==> config.mk <==
export PLATFORM = sky130hd
export DESIGN_NAME = source_token_scanner_top
export DESIGN_NICKNAME = d
export VERILOG_FILES = /design/src/hw/rtl/stk_pkg.sv /design/src/hw/rtl/stk_front.sv /design/src/hw/rtl/stk_queue.sv /design/src/hw/rtl/stk_back.sv /design/src/hw/rtl/source_token_scanner_top.sv
export VERILOG_INCLUDE_DIRS = /design/src /design/src/hw/rtl
export SDC_FILE = /design/constraint.sdc
export NUM_CORES = 1
export LEC_CHECK = 0
export ABC_AREA = 1
export BUFFER_PORTS_ARGS = -buffer_cell sky130_fd_sc_hd__buf_4
export CAP_MARGIN = 25
export CORE_UTILIZATION = 35
export DETAILED_ROUTE_END_ITERATION = 6
export GPL_ROUTABILITY_DRIVEN = 0
export HOLD_SLACK_MARGIN = 0.12
export MAX_ROUTING_LAYER = met4
export PLACE_DENSITY_LB_ADDON = 0.15
export REMOVE_ABC_BUFFERS = 1
export SETUP_SLACK_MARGIN = 0.5
export SLEW_MARGIN = 10
export SYNTH_ARGS = -nofsm -noshare
export SYNTH_HDL_FRONTEND = slang
export SYNTH_HIERARCHICAL = 1
export SYNTH_SLANG_ARGS = --single-unit
==> constraint.sdc <==
create_clock -name clk_i -period 10.8 [get_ports clk_i]
set_input_delay 1.08 -clock clk_i [delete_from_list [all_inputs] [get_ports clk_i]]
set_output_delay 1.08 -clock clk_i [all_outputs]
set_load 0.01 [all_outputs]
==> src/hw/rtl/source_token_scanner_top_defines.svh <==
// ----------------------------------------------------------------------------
// Source token scanner: shared assertion macros
// Concurrent checks clocked on clk_i and disabled while rst_ni is low.
// ----------------------------------------------------------------------------
`ifndef SOURCE_TOKEN_SCANNER_TOP_DEFINES_SVH
`define SOURCE_TOKEN_SCANNER_TOP_DEFINES_SVH

// Same-cycle implication
`define STK_ASSERT_IMP(lbl, ante, cons, msg) \
  lbl: assert property (@(posedge clk_i) disable iff (!rst_ni) (ante) |-> (cons)) \
    else $error(msg);

// Next-cycle implication
`define STK_ASSERT_NXT(lbl, ante, cons, msg) \
  lbl: assert property (@(posedge clk_i) disable iff (!rst_ni) (ante) |=> (cons)) \
    else $error(msg);

`endif

==> src/hw/rtl/stk_pkg.sv <==
// ----------------------------------------------------------------------------
// Source token scanner package
// Widths, token kinds, character tables and shared types.
// ----------------------------------------------------------------------------
package stk_pkg;

  localparam int OFFSET_WIDTH = 24;
  localparam int LENGTH_WIDTH = 16;
  localparam int KIND_WIDTH   = 6;
  localparam int ERR_WIDTH    = 2;

  // Stream widths: tdata carries offset, length, line, column
  localparam int DATA_RAW_W = 2 * OFFSET_WIDTH + 2 * LENGTH_WIDTH;
  localparam int DATA_W     = ((DATA_RAW_W + 7) / 8) * 8;
  localparam int USER_W     = 8;

  localparam int QUEUE_DEPTH = 4;
  localparam int QPTR_W      = $clog2(QUEUE_DEPTH);
  localparam int QCNT_W      = $clog2(QUEUE_DEPTH + 1);

  localparam int NUM_OPS   = 13;
  localparam int OPIDX_W   = $clog2(NUM_OPS);
  localparam int NUM_SINGL = 8;
  localparam int NUM_KW    = 11;
  localparam int PREFIX_N  = 6;

  typedef logic [7:0]              byte_t;
  typedef logic [KIND_WIDTH-1:0]   kind_t;
  typedef logic [OFFSET_WIDTH-1:0] off_t;
  typedef logic [LENGTH_WIDTH-1:0] len_t;
  typedef logic [OPIDX_W-1:0]      opidx_t;

  typedef enum logic [ERR_WIDTH-1:0] {
    ERR_NONE    = 2'd0,
    ERR_ILLEGAL = 2'd1,
    ERR_UNTERM  = 2'd2
  } err_e;

  typedef enum logic [5:0] {
    MODE_IDLE    = 6'b000001,
    MODE_WORD    = 6'b000010,
    MODE_OP      = 6'b000100,
    MODE_STRING  = 6'b001000,
    MODE_COMMENT = 6'b010000,
    MODE_ERROR   = 6'b100000
  } mode_e;

  localparam kind_t KIND_EOF    = 6'd0;
  localparam kind_t KIND_NUMBER = 6'd52;
  localparam kind_t KIND_STRING = 6'd53;
  localparam kind_t KIND_IDENT  = 6'd54;

  localparam byte_t CH_NUL   = 8'h00;
  localparam byte_t CH_TAB   = 8'h09;
  localparam byte_t CH_NL    = 8'h0A;
  localparam byte_t CH_CR    = 8'h0D;
  localparam byte_t CH_SPACE = 8'h20;
  localparam byte_t CH_QUOTE = 8'h22;
  localparam byte_t CH_SLASH = 8'h2F;

  // Two-character operator table: lead char, base kind, follow chars
  localparam byte_t OP_CHAR [NUM_OPS] = '{
    "*", "/", "+", "-", "%", "<", ">", "&", "|", "^", ":", "=", "!"
  };
  localparam kind_t OP_BASE [NUM_OPS] = '{
    6'd25, 6'd27, 6'd29, 6'd32, 6'd35, 6'd18, 6'd21, 6'd37, 6'd40, 6'd50,
    6'd43, 6'd46, 6'd16
  };
  localparam byte_t OP_F1 [NUM_OPS] = '{
    "=", "=", "=", "=", "=", "=", "=", "=", "=", "=", ":", "=", "="
  };
  localparam byte_t OP_F2 [NUM_OPS] = '{
    CH_NUL, CH_NUL, "+", "-", CH_NUL, "<", ">", "&", "|", CH_NUL, CH_NUL,
    CH_NUL, CH_NUL
  };
  localparam opidx_t OP_IDX_SLASH = 4'd1;

  // Single-character punctuators
  localparam byte_t SG_CHAR [NUM_SINGL] = '{"(", ")", "{", "}", ",", ";", "[", "]"};
  localparam kind_t SG_KIND [NUM_SINGL] = '{
    6'd12, 6'd13, 6'd14, 6'd15, 6'd24, 6'd45, 6'd48, 6'd49
  };

  // Keywords, first byte in the low bits
  localparam logic [8*PREFIX_N-1:0] KW_TEXT [NUM_KW] = '{
    {24'd0, "tni"}, {8'd0, "taolf"}, "elbuod", {16'd0, "rahc"}, "gnirts",
    {32'd0, "fi"}, {16'd0, "esle"}, {32'd0, "nf"}, {24'd0, "rof"},
    {8'd0, "elihw"}, "nruter"
  };
  localparam logic [2:0] KW_LEN [NUM_KW] = '{
    3'd3, 3'd5, 3'd6, 3'd4, 3'd6, 3'd2, 3'd4, 3'd2, 3'd3, 3'd5, 3'd6
  };

  typedef struct packed {
    kind_t kind;
    err_e  err;
    off_t  off;
    len_t  len;
    off_t  line;
    len_t  col;
  } result_t;

  // One byte's worth of results: one or two
  typedef struct packed {
    logic    two;
    result_t r0;
    result_t r1;
  } record_t;

  typedef struct packed {
    logic full;
    logic empty;
  } q_status_t;

  function automatic off_t sat_off(off_t v);
    return (v == '1) ? v : off_t'(v + 1'b1);
  endfunction

  function automatic len_t sat_len(len_t v);
    return (v == '1) ? v : len_t'(v + 1'b1);
  endfunction

endpackage

==> src/hw/rtl/stk_front.sv <==
// ----------------------------------------------------------------------------
// Source token scanner: front end
// Accepts source bytes, runs the scan state machine and pushes one record
// holding the one or two results that a byte produces.
// ----------------------------------------------------------------------------
module stk_front import stk_pkg::*; (
  input  logic    clk_i,
  input  logic    rst_ni,
  input  logic    s_tvalid_i,
  input  byte_t   s_tdata_i,
  output logic    s_tready_o,
  input  logic    room_i,
  output logic    push_o,
  output record_t rec_o
);

  mode_e                     mode_q, mode_d;
  opidx_t                    op_q, op_d;
  logic [8*PREFIX_N-1:0]     prefix_q, prefix_d;
  logic                      is_num_q, is_num_d;
  off_t                      tok_off_q, tok_off_d;
  off_t                      tok_line_q, tok_line_d;
  len_t                      tok_col_q, tok_col_d;
  len_t                      tok_len_q, tok_len_d;
  off_t                      off_q, off_d;
  off_t                      line_q, line_d;
  len_t                      col_q, col_d;

  logic    accept;
  byte_t   b;
  logic    b_digit, b_word, b_ws, b_term;
  logic    op_hit, sg_hit;
  opidx_t  op_idx;
  kind_t   sg_kind;

  logic    idle_emit, idle_restart, idle_start, idle_err;
  mode_e   idle_mode;
  result_t idle_res;

  logic    kw_hit;
  kind_t   kw_kind, word_kind;

  logic    pre_emit, use_idle, restart;
  result_t pre_res;

  assign accept     = s_tvalid_i && room_i;
  assign s_tready_o = room_i;
  assign b          = s_tdata_i;

  // Classify the byte
  assign b_digit = (b >= "0") && (b <= "9");
  assign b_word  = b_digit || ((b >= "a") && (b <= "z")) || ((b >= "A") && (b <= "Z"))
                   || (b == "_");
  assign b_ws    = (b == CH_SPACE) || (b == CH_TAB) || (b == CH_CR) || (b == CH_NL);
  assign b_term  = (b == CH_SPACE) || (b == CH_TAB) || (b == CH_NL) || (b == CH_NUL);

  always_comb begin
    op_hit  = 1'b0;
    op_idx  = '0;
    sg_hit  = 1'b0;
    sg_kind = KIND_EOF;
    for (int i = 0; i < NUM_OPS; i++) begin
      if (b == OP_CHAR[i]) begin
        op_hit = 1'b1;
        op_idx = opidx_t'(i);
      end
    end
    for (int i = 0; i < NUM_SINGL; i++) begin
      if (b == SG_CHAR[i]) begin
        sg_hit  = 1'b1;
        sg_kind = SG_KIND[i];
      end
    end
  end

  // Scan a byte between tokens
  always_comb begin
    idle_emit    = 1'b0;
    idle_restart = 1'b0;
    idle_start   = 1'b0;
    idle_err     = 1'b0;
    idle_mode    = MODE_IDLE;
    idle_res     = '{kind: KIND_EOF, err: ERR_NONE, off: off_q, len: '0,
                     line: line_q, col: col_q};
    priority if (b_ws) begin
      idle_mode = MODE_IDLE;
    end else if (b == CH_NUL) begin
      idle_emit    = 1'b1;
      idle_restart = 1'b1;
    end else if (op_hit) begin
      idle_start = 1'b1;
      idle_mode  = MODE_OP;
    end else if (sg_hit) begin
      idle_emit     = 1'b1;
      idle_res.kind = sg_kind;
      idle_res.len  = len_t'(1);
    end else if (b == CH_QUOTE) begin
      idle_start = 1'b1;
      idle_mode  = MODE_STRING;
    end else if (b_word) begin
      idle_start = 1'b1;
      idle_mode  = MODE_WORD;
    end else begin
      idle_emit    = 1'b1;
      idle_err     = 1'b1;
      idle_mode    = MODE_ERROR;
      idle_res.err = ERR_ILLEGAL;
      idle_res.len = len_t'(1);
    end
  end

  // Keyword match on the held prefix
  always_comb begin
    kw_hit  = 1'b0;
    kw_kind = KIND_IDENT;
    for (int i = 0; i < NUM_KW; i++) begin
      if ((tok_len_q == len_t'(KW_LEN[i])) && (prefix_q == KW_TEXT[i])) begin
        kw_hit  = 1'b1;
        kw_kind = kind_t'(i + 1);
      end
    end
    priority if (is_num_q)        word_kind = KIND_NUMBER;
    else if (!b_term || !kw_hit)  word_kind = KIND_IDENT;
    else                          word_kind = kw_kind;
  end

  // Next state for the current mode
  always_comb begin
    mode_d     = mode_q;
    op_d       = op_q;
    prefix_d   = prefix_q;
    is_num_d   = is_num_q;
    tok_off_d  = tok_off_q;
    tok_line_d = tok_line_q;
    tok_col_d  = tok_col_q;
    tok_len_d  = tok_len_q;
    off_d      = off_q;
    line_d     = line_q;
    col_d      = col_q;
    pre_emit   = 1'b0;
    use_idle   = 1'b0;
    restart    = 1'b0;
    pre_res    = '{kind: KIND_EOF, err: ERR_NONE, off: tok_off_q, len: tok_len_q,
                   line: tok_line_q, col: tok_col_q};

    unique case (mode_q)
      MODE_ERROR: begin
        restart = (b == CH_NUL);
      end
      MODE_COMMENT: begin
        use_idle = (b == CH_NL) || (b == CH_NUL);
      end
      MODE_STRING: begin
        if (b == CH_QUOTE) begin
          pre_emit     = 1'b1;
          pre_res.kind = KIND_STRING;
          pre_res.len  = sat_len(tok_len_q);
          mode_d       = MODE_IDLE;
        end else if ((b == CH_NL) || (b == CH_NUL)) begin
          pre_emit    = 1'b1;
          pre_res.err = ERR_UNTERM;
          mode_d      = MODE_ERROR;
          restart     = (b == CH_NUL);
        end else begin
          tok_len_d = sat_len(tok_len_q);
        end
      end
      MODE_WORD: begin
        if (b_word) begin
          for (int i = 0; i < PREFIX_N; i++) begin
            if (tok_len_q == len_t'(i)) prefix_d[8*i +: 8] = b;
          end
          tok_len_d = sat_len(tok_len_q);
        end else begin
          pre_emit     = 1'b1;
          pre_res.kind = word_kind;
          use_idle     = 1'b1;
        end
      end
      MODE_OP: begin
        if ((op_q == OP_IDX_SLASH) && (b == CH_SLASH)) begin
          mode_d = MODE_COMMENT;
        end else if ((b != CH_NUL) && (b == OP_F1[op_q])) begin
          pre_emit     = 1'b1;
          pre_res.kind = kind_t'(OP_BASE[op_q] + 6'd1);
          pre_res.len  = len_t'(2);
          mode_d       = MODE_IDLE;
        end else if ((b != CH_NUL) && (b == OP_F2[op_q])) begin
          pre_emit     = 1'b1;
          pre_res.kind = kind_t'(OP_BASE[op_q] + 6'd2);
          pre_res.len  = len_t'(2);
          mode_d       = MODE_IDLE;
        end else begin
          pre_emit     = 1'b1;
          pre_res.kind = OP_BASE[op_q];
          pre_res.len  = len_t'(1);
          use_idle     = 1'b1;
        end
      end
      MODE_IDLE: begin
        use_idle = 1'b1;
      end
      default: begin
        use_idle = 1'b1;
      end
    endcase

    // Apply the between-token scan
    if (use_idle) begin
      mode_d  = idle_err ? MODE_ERROR : (idle_start ? idle_mode : MODE_IDLE);
      restart = idle_restart;
      if (idle_start) begin
        tok_off_d  = off_q;
        tok_line_d = line_q;
        tok_col_d  = col_q;
        tok_len_d  = len_t'(1);
        op_d       = op_idx;
        if (idle_mode == MODE_WORD) begin
          prefix_d = {{(8*PREFIX_N-8){1'b0}}, b};
          is_num_d = b_digit;
        end
      end
    end

    // Restart the source or advance the position
    if (restart) begin
      mode_d     = MODE_IDLE;
      op_d       = '0;
      prefix_d   = '0;
      is_num_d   = 1'b0;
      tok_off_d  = '0;
      tok_line_d = off_t'(1);
      tok_col_d  = len_t'(1);
      tok_len_d  = '0;
      off_d      = '0;
      line_d     = off_t'(1);
      col_d      = len_t'(1);
    end else begin
      off_d = sat_off(off_q);
      if (b == CH_NL) begin
        line_d = sat_off(line_q);
        col_d  = len_t'(1);
      end else if (b != CH_NUL) begin
        col_d = sat_len(col_q);
      end
    end
  end

  // Build the record
  always_comb begin
    rec_o.two = pre_emit && use_idle && idle_emit;
    rec_o.r0  = pre_emit ? pre_res : idle_res;
    rec_o.r1  = idle_res;
    push_o    = accept && (pre_emit || (use_idle && idle_emit));
  end

  always_ff @(posedge clk_i or negedge rst_ni) begin
    if (!rst_ni) begin
      mode_q     <= MODE_IDLE;
      op_q       <= '0;
      prefix_q   <= '0;
      is_num_q   <= 1'b0;
      tok_off_q  <= '0;
      tok_line_q <= off_t'(1);
      tok_col_q  <= len_t'(1);
      tok_len_q  <= '0;
      off_q      <= '0;
      line_q     <= off_t'(1);
      col_q      <= len_t'(1);
    end else if (accept) begin
      mode_q     <= mode_d;
      op_q       <= op_d;
      prefix_q   <= prefix_d;
      is_num_q   <= is_num_d;
      tok_off_q  <= tok_off_d;
      tok_line_q <= tok_line_d;
      tok_col_q  <= tok_col_d;
      tok_len_q  <= tok_len_d;
      off_q      <= off_d;
      line_q     <= line_d;
      col_q      <= col_d;
    end
  end

endmodule

==> src/hw/rtl/stk_queue.sv <==
// ----------------------------------------------------------------------------
// Source token scanner: record queue
// Short FIFO of result records between the front end and the output side.
// ----------------------------------------------------------------------------
module stk_queue import stk_pkg::*; (
  input  logic      clk_i,
  input  logic      rst_ni,
  input  logic      push_i,
  input  record_t   push_rec_i,
  input  logic      pop_i,
  output record_t   head_o,
  output q_status_t status_o
);

  `include "source_token_scanner_top_defines.svh"

  record_t             mem [QUEUE_DEPTH];
  logic [QPTR_W-1:0]   wr_q, wr_d, rd_q, rd_d;
  logic [QCNT_W-1:0]   cnt_q, cnt_d;

  assign status_o.full  = (cnt_q == QCNT_W'(QUEUE_DEPTH));
  assign status_o.empty = (cnt_q == '0);
  assign head_o         = mem[rd_q];

  // Advance pointers and count
  always_comb begin
    wr_d  = wr_q;
    rd_d  = rd_q;
    cnt_d = cnt_q;
    if (push_i) begin
      wr_d = (wr_q == QPTR_W'(QUEUE_DEPTH - 1)) ? '0 : QPTR_W'(wr_q + 1'b1);
    end
    if (pop_i) begin
      rd_d = (rd_q == QPTR_W'(QUEUE_DEPTH - 1)) ? '0 : QPTR_W'(rd_q + 1'b1);
    end
    if (push_i && !pop_i)      cnt_d = QCNT_W'(cnt_q + 1'b1);
    else if (pop_i && !push_i) cnt_d = QCNT_W'(cnt_q - 1'b1);
  end

  always_ff @(posedge clk_i or negedge rst_ni) begin
    if (!rst_ni) begin
      wr_q  <= '0;
      rd_q  <= '0;
      cnt_q <= '0;
    end else begin
      wr_q  <= wr_d;
      rd_q  <= rd_d;
      cnt_q <= cnt_d;
    end
  end

  // Store pushed records
  always_ff @(posedge clk_i) begin
    if (push_i) mem[wr_q] <= push_rec_i;
  end

  `STK_ASSERT_IMP(a_push_not_full, push_i, !status_o.full, "push into full queue")
  `STK_ASSERT_IMP(a_pop_not_empty, pop_i, !status_o.empty, "pop from empty queue")
  `STK_ASSERT_IMP(a_cnt_bound, 1'b1, cnt_q <= QCNT_W'(QUEUE_DEPTH), "queue count overflow")

endmodule

==> src/hw/rtl/stk_back.sv <==
// ----------------------------------------------------------------------------
// Source token scanner: output side
// Pops records and presents their results one beat at a time through an
// output register, the second result of a pair held aside.
// ----------------------------------------------------------------------------
module stk_back import stk_pkg::*; (
  input  logic              clk_i,
  input  logic              rst_ni,
  input  record_t           head_i,
  input  q_status_t         status_i,
  output logic              pop_o,
  output logic              m_tvalid_o,
  input  logic              m_tready_i,
  output logic [DATA_W-1:0] m_tdata_o,
  output logic [USER_W-1:0] m_tuser_o,
  output logic              m_tlast_o
);

  `include "source_token_scanner_top_defines.svh"

  logic    valid_q, valid_d;
  logic    pend_q, pend_d;
  logic    last_q, last_d;
  result_t res_q, res_d;
  result_t second_q, second_d;
  logic    out_free;

  assign out_free = !valid_q || m_tready_i;

  // Load the next beat when the output register frees up
  always_comb begin
    valid_d  = valid_q;
    pend_d   = pend_q;
    last_d   = last_q;
    res_d    = res_q;
    second_d = second_q;
    pop_o    = 1'b0;
    if (out_free) begin
      priority if (pend_q) begin
        valid_d = 1'b1;
        res_d   = second_q;
        last_d  = 1'b1;
        pend_d  = 1'b0;
      end else if (!status_i.empty) begin
        pop_o    = 1'b1;
        valid_d  = 1'b1;
        res_d    = head_i.r0;
        last_d   = !head_i.two;
        pend_d   = head_i.two;
        second_d = head_i.r1;
      end else begin
        valid_d = 1'b0;
      end
    end
  end

  always_ff @(posedge clk_i or negedge rst_ni) begin
    if (!rst_ni) begin
      valid_q <= 1'b0;
      pend_q  <= 1'b0;
      last_q  <= 1'b0;
    end else begin
      valid_q <= valid_d;
      pend_q  <= pend_d;
      last_q  <= last_d;
    end
  end

  always_ff @(posedge clk_i) begin
    res_q    <= res_d;
    second_q <= second_d;
  end

  // Pack the beat
  assign m_tvalid_o = valid_q;
  assign m_tlast_o  = last_q;
  assign m_tdata_o  = DATA_W'({res_q.col, res_q.line, res_q.len, res_q.off});
  assign m_tuser_o  = USER_W'({res_q.err, res_q.kind});

  `STK_ASSERT_IMP(a_pend_shown, pend_q, valid_q, "second result pending without a shown beat")
  `STK_ASSERT_IMP(a_pend_not_last, pend_q, !last_q, "first of a pair marked last")
  `STK_ASSERT_NXT(a_single_last, pop_o && !head_i.two, last_q,
                  "single result not marked last")

endmodule

==> src/hw/rtl/source_token_scanner_top.sv <==
// ----------------------------------------------------------------------------
// Source token scanner, top level
// Streams source bytes in and tokens out, with a front scanner and an
// output side decoupled by a short record queue.
//
//   Group    Dir  Payload                                    Beat
//   s_axis   in   tdata[7:0] source byte                     one byte
//   m_axis   out  tdata offset/length/line/column, tuser     one token
//                 kind/error code, tlast last of the byte
//
// One source byte is taken each cycle while the queue has room; scanning
// and keyword matching are done in the cycle of acceptance.
// The output side sends one token a cycle while the sink is ready; a byte
// yielding two tokens sends two beats, absorbed by the four-record queue.
// Input stalls only when the queue is full; output stalls hold the beat.
// Reset takes effect at once; no clearing pass follows it.
// ----------------------------------------------------------------------------
module source_token_scanner_top import stk_pkg::*; (
  input  logic              clk_i,
  input  logic              rst_ni,
  input  logic              s_axis_tvalid,
  output logic              s_axis_tready,
  input  logic [7:0]        s_axis_tdata,   // [7:0] source_byte
  output logic              m_axis_tvalid,
  input  logic              m_axis_tready,
  output logic [DATA_W-1:0] m_axis_tdata,   // start_offset, token_length,
                                            // start_line, start_column
  output logic [USER_W-1:0] m_axis_tuser,   // token_kind, error_code
  output logic              m_axis_tlast    // last_in_run
);

  logic      push, pop;
  record_t   push_rec, head_rec;
  q_status_t q_status;

  stk_front u_front (
    .clk_i      (clk_i),
    .rst_ni     (rst_ni),
    .s_tvalid_i (s_axis_tvalid),
    .s_tdata_i  (s_axis_tdata),
    .s_tready_o (s_axis_tready),
    .room_i     (!q_status.full),
    .push_o     (push),
    .rec_o      (push_rec)
  );

  stk_queue u_queue (
    .clk_i      (clk_i),
    .rst_ni     (rst_ni),
    .push_i     (push),
    .push_rec_i (push_rec),
    .pop_i      (pop),
    .head_o     (head_rec),
    .status_o   (q_status)
  );

  stk_back u_back (
    .clk_i      (clk_i),
    .rst_ni     (rst_ni),
    .head_i     (head_rec),
    .status_i   (q_status),
    .pop_o      (pop),
    .m_tvalid_o (m_axis_tvalid),
    .m_tready_i (m_axis_tready),
    .m_tdata_o  (m_axis_tdata),
    .m_tuser_o  (m_axis_tuser),
    .m_tlast_o  (m_axis_tlast)
  );

endmodule
==> impl_metrics.ini, run 1 <==
[outcome]
status = completed

[detailed_routing]
wl_per_cell_um = 18.8
first_iter_violations = 2357
firstDrtPassIters = 6
ant_nets = 0
wl_mm = 130
remaining_drc_errors = 0
detail_route.vias_per_cell = 4.86
vias = 33700

[grt]
grt_antenna_before_repair = 1
grt_pass1_vias = 32800
grt_overflow_total = 0
grt_usage_pct = 18.9
grt_max_degree = 158
grt_pass1_wl_mm = 200

[timing]
worst_pin_slew_ns = 1.13
setup_viol = 0
whs_ns = 0.290
finalCriticalPeriod_ns = 5.50
final_hold_viol_count = 0
skew_ns = 0.0541
fin_crit_sh_pct = 50.9
final_max_slew_viol_count = 0
max_freq_mhz = 182
rsz0062_at_grt = no
setup_tns_ns = 0
max-slew-margin-rel_pct = 24.6

[worst_setup_path]
critPathMaxStageDelay_ns = 0.80
worst-path-max-fanout = 84
critPathArrivalTime_ns = 5.84
worstPathRequired_ns = 11.15
startpoint_type = primary input
critPathSlowestCell = buf_4
endpoint_kind = flop
cp_cell_sequence = buf_4 -> inv_2 -> nand2_2 -> nor2_4 -> nand2_4 -> nand2_2 -> nor2_1 -> inv_1 -> nand2_1 -> nand3_4 -> inv_1 -> a21oi_1 -> nand2_1 -> inv_8 -> buf_4
crit_type = in -> reg

[synth]
synthCells = 4909
syn_area_um2 = 49500
synth-edff-count = 884
postSynth.asyncResetShare_pct = 19.4
yosysSeqAreaShare_pct = 64.4
synthFlopType = edfxtp_1
yosys.cell_types.count = 50
yosysWarnings = 6
postSynthAreaPerCell_um2 = 10.1
synth-seq-cells = 1097

[pwr]
seq_power_share_pct = 42.8
power.density_nw_per_um2 = 265
sw_frac_of_total_pct = 35.9
p_sw_uw = 5320
irDropWorstVdd_mv = 0.215
combPwrFrac_pct = 29.2
pwr-share-clk_pct = 27.9
p_leak_uw = 0.0231
p_int_uw = 9530

[floorplanning]
die_width_um = 378
start_util_pct = 35.4
ioPinCount = 103
die_h_um = 378
num_rows = 137
dieArea_um2 = 143000
core_area_um2 = 140000

[place]
place_hpwl_mm = 77.1
dp.cells = 6699
portBuffers = 102

[job]
max_cap_violations = 0

[final_layout]
fin_util_pct = 40.0
n_fill_cell = 13800
fin_cells = 6933
synthToLayoutAreaGrowth_pct = 13.1
drive_gt1_share_pct = 7.68
final_cell_mix = nand2_1 (1578), edfxtp_1 (884), inv_1 (621)
final_common_cell = nand2_1
nets = 4985

[cts]
clock_latency_ns = 0.76
cts_made_buffers = 120
h-tree-depth = 3
clock_path_buffers = 3
cts_root_buffer = clkbuf_16
postCtsSetupRepairBufs = 0
cts.clk_slew.worst_paths_ns = 0.06
clkSinkCount = 1097
tritoncts = done
cts_hold_buf = 0
cts-resized-gates = 0

[min_path]
hold_path.class = in -> async
-- flip-flops by register name, summed over array words and instances (netlist names), 4 cells and up --
signal	cells
u_back/m_tdata_o	80
u_back/m_tuser_o	8
u_back/second_q	88
u_front/col_q	16
u_front/line_q	24
u_front/mode_q	6
u_front/off_q	24
u_front/op_q	4
u_front/prefix_q	48
u_front/tok_col_q	16
u_front/tok_len_q	16
u_front/tok_line_q	24
u_front/tok_off_q	24
u_queue/mem	708
-- power by group through the flow --
stage                     sequential [uW]  clock [uW]  combinational, uW
after global placement               6450           0               4390
final                                6360        4140               4340
after CTS                            6380        4270               4440
after floorplan                      6550           0               2690
after global routing                 6470        4420               4900
after detailed placement             6460           0               4430
-- logic make-up (layout without fill, tap and decap cells) --
logic type | after synthesis | count (layout) | synth area share [%]
and+or+nand+nor | 2168 | 2168 | 17.7
other | 1 | 18 | 0.00758
adders and majority gates | 23 | 23 | 0.597
buffers and inverters | 887 | 1018 | 7.41
DFF | 1097 | 1097 | 64.4
AOI/OAI and AO/OA | 680 | 680 | 8.97
xor gates and xnor gates | 53 | 53 | 0.938
-- synthesized netlist by cell type (7+ instances only) --
cell      instances  area share (%)
nor2_1          270             2.0
o211ai_1        380             5.8
nand3_1         162             1.6
buf_2           119             1.2
nor2_2            9            0.11
a21oi_1          56            0.57
dfrtp_1         208              11
nor4_1            9            0.11
buf_6             8            0.18
nand2_1        1579              12
nor3_1           48            0.49
o21ai_0         205             2.1
edfxtp_1        884              54
inv_1           626             4.7
o31ai_1           7            0.11
ha_1             22            0.56
clkbuf_1         74            0.56
xor2_1           49            0.87
buf_4            34            0.52
nand4_1          58            0.73
inv_2            18            0.14
o21ai_2           7            0.12
-- worst paths after layout --
check | start | to | slack (ns) | cells past startpoint
worst max-delay path | s_axis_tdata[1] | u_queue/mem[0][93]$_DFFE_PP_ | 5.30 | 15
worst min-delay path | rst_ni | u_back/m_tvalid_o$_DFFE_PN0P_ | 0.29 | 1
worst max register to register | u_front/op_q[1]$_DFFE_PN0P_ | u_queue/mem[0][93]$_DFFE_PP_ | 5.75 | 18
worst min register to register | u_front/tok_line_q[11]$_DFFE_PN0P_ | u_front/tok_line_q[11]$_DFFE_PN0P_ | 0.47 | 2
max in group asynchronous | rst_ni | u_front/tok_off_q[13]$_DFFE_PN0P_ | 8.57 | 4
min in group clk_i | u_front/tok_line_q[11]$_DFFE_PN0P_ | u_front/tok_line_q[11]$_DFFE_PN0P_ | 0.47 | 2
-- critical path: cells and delay by family --
family,cells,cell delay [ns]
simple gates,8,1.95
compound gates,1,0.68
buf+inv,6,2.04
-- metrics by stage --
step	setup slack [ns]	total power [uW]	instance area, um2
after CTS	5.27	15100	55900
final	5.30	14900	56000
after floorplan	1.60	9240	48300
after global routing	4.89	15800	56000
after global placement	4.52	10800	51800
after detailed placement	4.48	10900	51800
-- layout make-up --
| class | count | area (um2) | area share [%] |
|---|---|---|---|
| inverters | 648 | 2480 | 4.43 |
| multi-input cells | 2940 | 14000 | 25.1 |
| clock buffers | 181 | 3490 | 6.24 |
| repair buffers | 143 | 1200 | 2.15 |
| well taps | 1876 | 2350 | 4.19 |
| diodes | 2 | 5.00 | 0.00894 |
| clock inverters | 46 | 547 | 0.976 |
| flip-flops and latches | 1097 | 31900 | 56.9 |
-- layer usage --
| layer | part of all wire [%] | GRT usage [%] | wire length, um |
|---|---|---|---|
| met4 | 2.8 | 5.38 | 3670 |
| met5 | 0 | - | 0 |
| met2 | 48 | 31.1 | 63000 |
| met1 | 45 | 24.3 | 58400 |
| met3 | 4.1 | 2.63 | 5330 |
No activity file was read; power rests on OpenSTA's default activity.
==> run 2: changes to the inputs <==
--- a/config.mk
+++ b/config.mk
@@ -6,7 +6,7 @@
 export SDC_FILE = /design/constraint.sdc
 export NUM_CORES = 1
 export LEC_CHECK = 0
-export ABC_AREA = 1
+export ABC_AREA = 0
 export BUFFER_PORTS_ARGS = -buffer_cell sky130_fd_sc_hd__buf_4
 export CAP_MARGIN = 25
 export CORE_UTILIZATION = 35
==> constraint.sdc (replaced) <==
create_clock -name clk_i -period 5.7 [get_ports clk_i]
set_input_delay 0.57 -clock clk_i [delete_from_list [all_inputs] [get_ports clk_i]]
set_output_delay 0.57 -clock clk_i [all_outputs]
set_load 0.01 [all_outputs]
==> impl_metrics.ini, run 2 <==
[pwr]
irDropWorstVdd_mv = 0.603
power.density_nw_per_um2 = 481
p_leak_uw = 0.0186
power.total_uw = 25100

[floorplanning]
dieArea_um2 = 132000
core_area_um2 = 129000
die_width_um = 363
die_h_um = 363
start_util_pct = 35.3
num_rows = 132
ioPinCount = 103

[synth]
yosysWarnings = 6
synth_common_cells = edfxtp_1 (884), nand2_1 (474), dfrtp_1 (208)
synth.most_common_cell = edfxtp_1
synth-edff-count = 884
syn_area_um2 = 45700
synthFlopType = edfxtp_1
yosys.cell_types.count = 86
synth-seq-cells = 1097
synth_area_leaders = edfxtp_1 (58%), dfrtp_1 (11%), mux4_2 (8.7%)
synthCells = 2949
yosysTopAreaCell = edfxtp_1
synth_top_area_share_pct = 58.1
yosysSeqAreaShare_pct = 69.7
postSynth.asyncResetShare_pct = 19.4
postSynthAreaPerCell_um2 = 15.5

[worst_setup_path]
critPathArrivalTime_ns = 5.18
startpoint_type = flop
reg2reg_from = u_front/op_q[1]$_DFFE_PN0P_
reg2reg_to = u_queue/mem[1][15]$_DFFE_PP_
r2r_cells = 12
regToRegSetupSlack_ns = 0.87
worst-path-max-fanout = 52
endpoint_kind = flop
worstPathRequired_ns = 6.05
crit_type = reg -> reg

[grt]
grt_overflow_total = 0
grt_antenna_before_repair = 2
grt_pass1_wl_mm = 168
grt_max_degree = 93
grt_pass1_vias = 26500
grt_usage_pct = 17.4

[final_layout]
nets = 3098
largest_reg_flops = 708
largest_register = u_queue/mem
synthToLayoutAreaGrowth_pct = 14.1
n_fill_cell = 11800
final_common_cell = edfxtp_1
final_cell_mix = edfxtp_1 (884), nand2_1 (473), dfrtp_1 (205)
drive_gt1_share_pct = 19.9
postLayoutCellArea_um2 = 52200

[min_path]
worstHoldPathCells = 3
hold_path.class = in -> reg
hold_path_end = u_front/prefix_q[46]$_DFFE_PN0P_
holdCritStartpoint = s_axis_tdata[6]

[detailed_routing]
detail_route.vias_per_cell = 5.19
first_iter_violations = 2161
ant_nets = 0
remaining_drc_errors = 0
firstDrtPassIters = 5
vias = 25500
wl_mm = 111
wl_per_cell_um = 22.6

[place]
place_hpwl_mm = 65.4
portBuffers = 102
dpl-instance-area_um2 = 48400

[cts]
tritoncts = done
cts_root_buffer = clkbuf_16
clkSinkCount = 1097
cts_made_buffers = 117
h-tree-depth = 3
clock_latency_ns = 0.72
clock_path_buffers = 3
cts.clk_slew.worst_paths_ns = 0.06
postCtsSetupRepairBufs = 0

[timing]
rsz0062_at_grt = no
whs_ns = 0.215
finalCriticalPeriod_ns = 4.83
max_freq_mhz = 207
worst_pin_slew_ns = 1.06
max-slew-margin-rel_pct = 28.9
fin_crit_sh_pct = 84.7
final_hold_viol_count = 0
final_max_slew_viol_count = 0
skew_ns = 0.0304
setup_viol = 0

[outcome]
status = completed

[job]
max_cap_violations = 0
run 2: changes by cell type in the layout (fill, tap and decap cells not counted), sizes merged, moves of 93 or more:
cell | before | now
inv | 645 | 26
mux2 | 0 | 93
mux4 | 0 | 177
nand2 | 1588 | 474
nor2 | 281 | 145
o211ai | 380 | 8
run 2: worst max-delay path by stage:
stage	from	to	slack, ns
3_3_place_gp	s_axis_tdata[3]	u_queue/mem[1][90]$_DFFE_PP_	0.97
4_1_cts	u_front/op_q[1]$_DFFE_PN0P_	u_queue/mem[1][117]$_DFFE_PP_	0.86
5_1_grt	u_front/op_q[1]$_DFFE_PN0P_	u_queue/mem[1][116]$_DFFE_PP_	0.53
6_report	u_front/op_q[1]$_DFFE_PN0P_	u_queue/mem[1][15]$_DFFE_PP_	0.87
2_1_floorplan	u_back/pend_q$_DFFE_PN0P_	u_queue/cnt_q[1]$_DFFE_PN0P_	-4.62
3_5_place_dp	s_axis_tdata[3]	u_queue/mem[1][89]$_DFFE_PP_	0.88
run 2: kinds of logic after synthesis:
| family | after synthesis | synth area share, % |
|---|---|---|
| AO/OA/AOI/OAI | 352 | 4.53 |
| XOR/XNOR | 51 | 0.977 |
| multiplexers | 276 | 11.9 |
| other | 1 | 0.00820 |
| AND/OR/NAND/NOR | 955 | 9.75 |
| buffers and inverters | 194 | 2.47 |
| flip-flops | 1097 | 69.7 |
| adder cells (fa/ha/maj) | 23 | 0.646 |
run 2: stage by stage:
| stage | worst slack (ns) | instances | utilization, % | setup TNS (ns) |
|---|---|---|---|---|
| finish | 0.871 | 4909 | 40.3 | 0 |
| global route | 0.530 | 4909 | 40.3 | 0 |
| floorplan | -4.62 | 2793 | - | -2638.21 |
| global placement | 0.975 | 4684 | 37.3 | 0 |
| detailed placement | 0.878 | 4685 | 37.3 | 0 |
| CTS | 0.864 | 4908 | 40.3 | 0 |
run 2: worst max-delay path, cell delays in order (launching register included):
cell and delay, ns:
dfrtp_1 0.57, inv_1 0.17, ha_1 0.35, mux2i_1 0.14, a31oi_1 0.22, nor3_1 0.06, a311oi_1 0.40, nor4b_4 0.15
o31a_4 0.41, or3_1 0.40, a21oi_1 0.58, and2_4 0.56, buf_12 0.37
run 2: final cells by class:
class	instances	area [um2]	share of cell area (%)
inverters	23	86.3	0.166
multi-input cells	1673	12800	24.6
flip-flops and latches	1097	31900	61.1
clock buffers	182	3380	6.49
diodes	1	2.50	0.00480
repair buffers	151	1390	2.67
well taps	1742	2180	4.18
clock inverters	40	403	0.772
run 2: repair_timing:
action,in CTS,in global routing
gates resized for setup,0,0
hold buffers,1,0
endpoints found under the hold margin,89,0
run 2: per-layer routing:
metal  GRT usage [%]  vias to the layer above  part of all wire (%)
met5               -                        -                     0
met4            6.14                        0                   3.0
met3            2.28                      233                   4.1
met2            28.0                      747                    49
met1            22.6                    13100                    44
li1                -                    11400                     -
run 2: power breakdown:
part	switching [uW]	total (uW)	internal (uW)	leakage, uW
logic	3190	6030	2840	0.00541
registers	853	11600	10700	0.0113
clock network	3080	7450	4380	0.00185
total	7120	25100	18000	0.0186
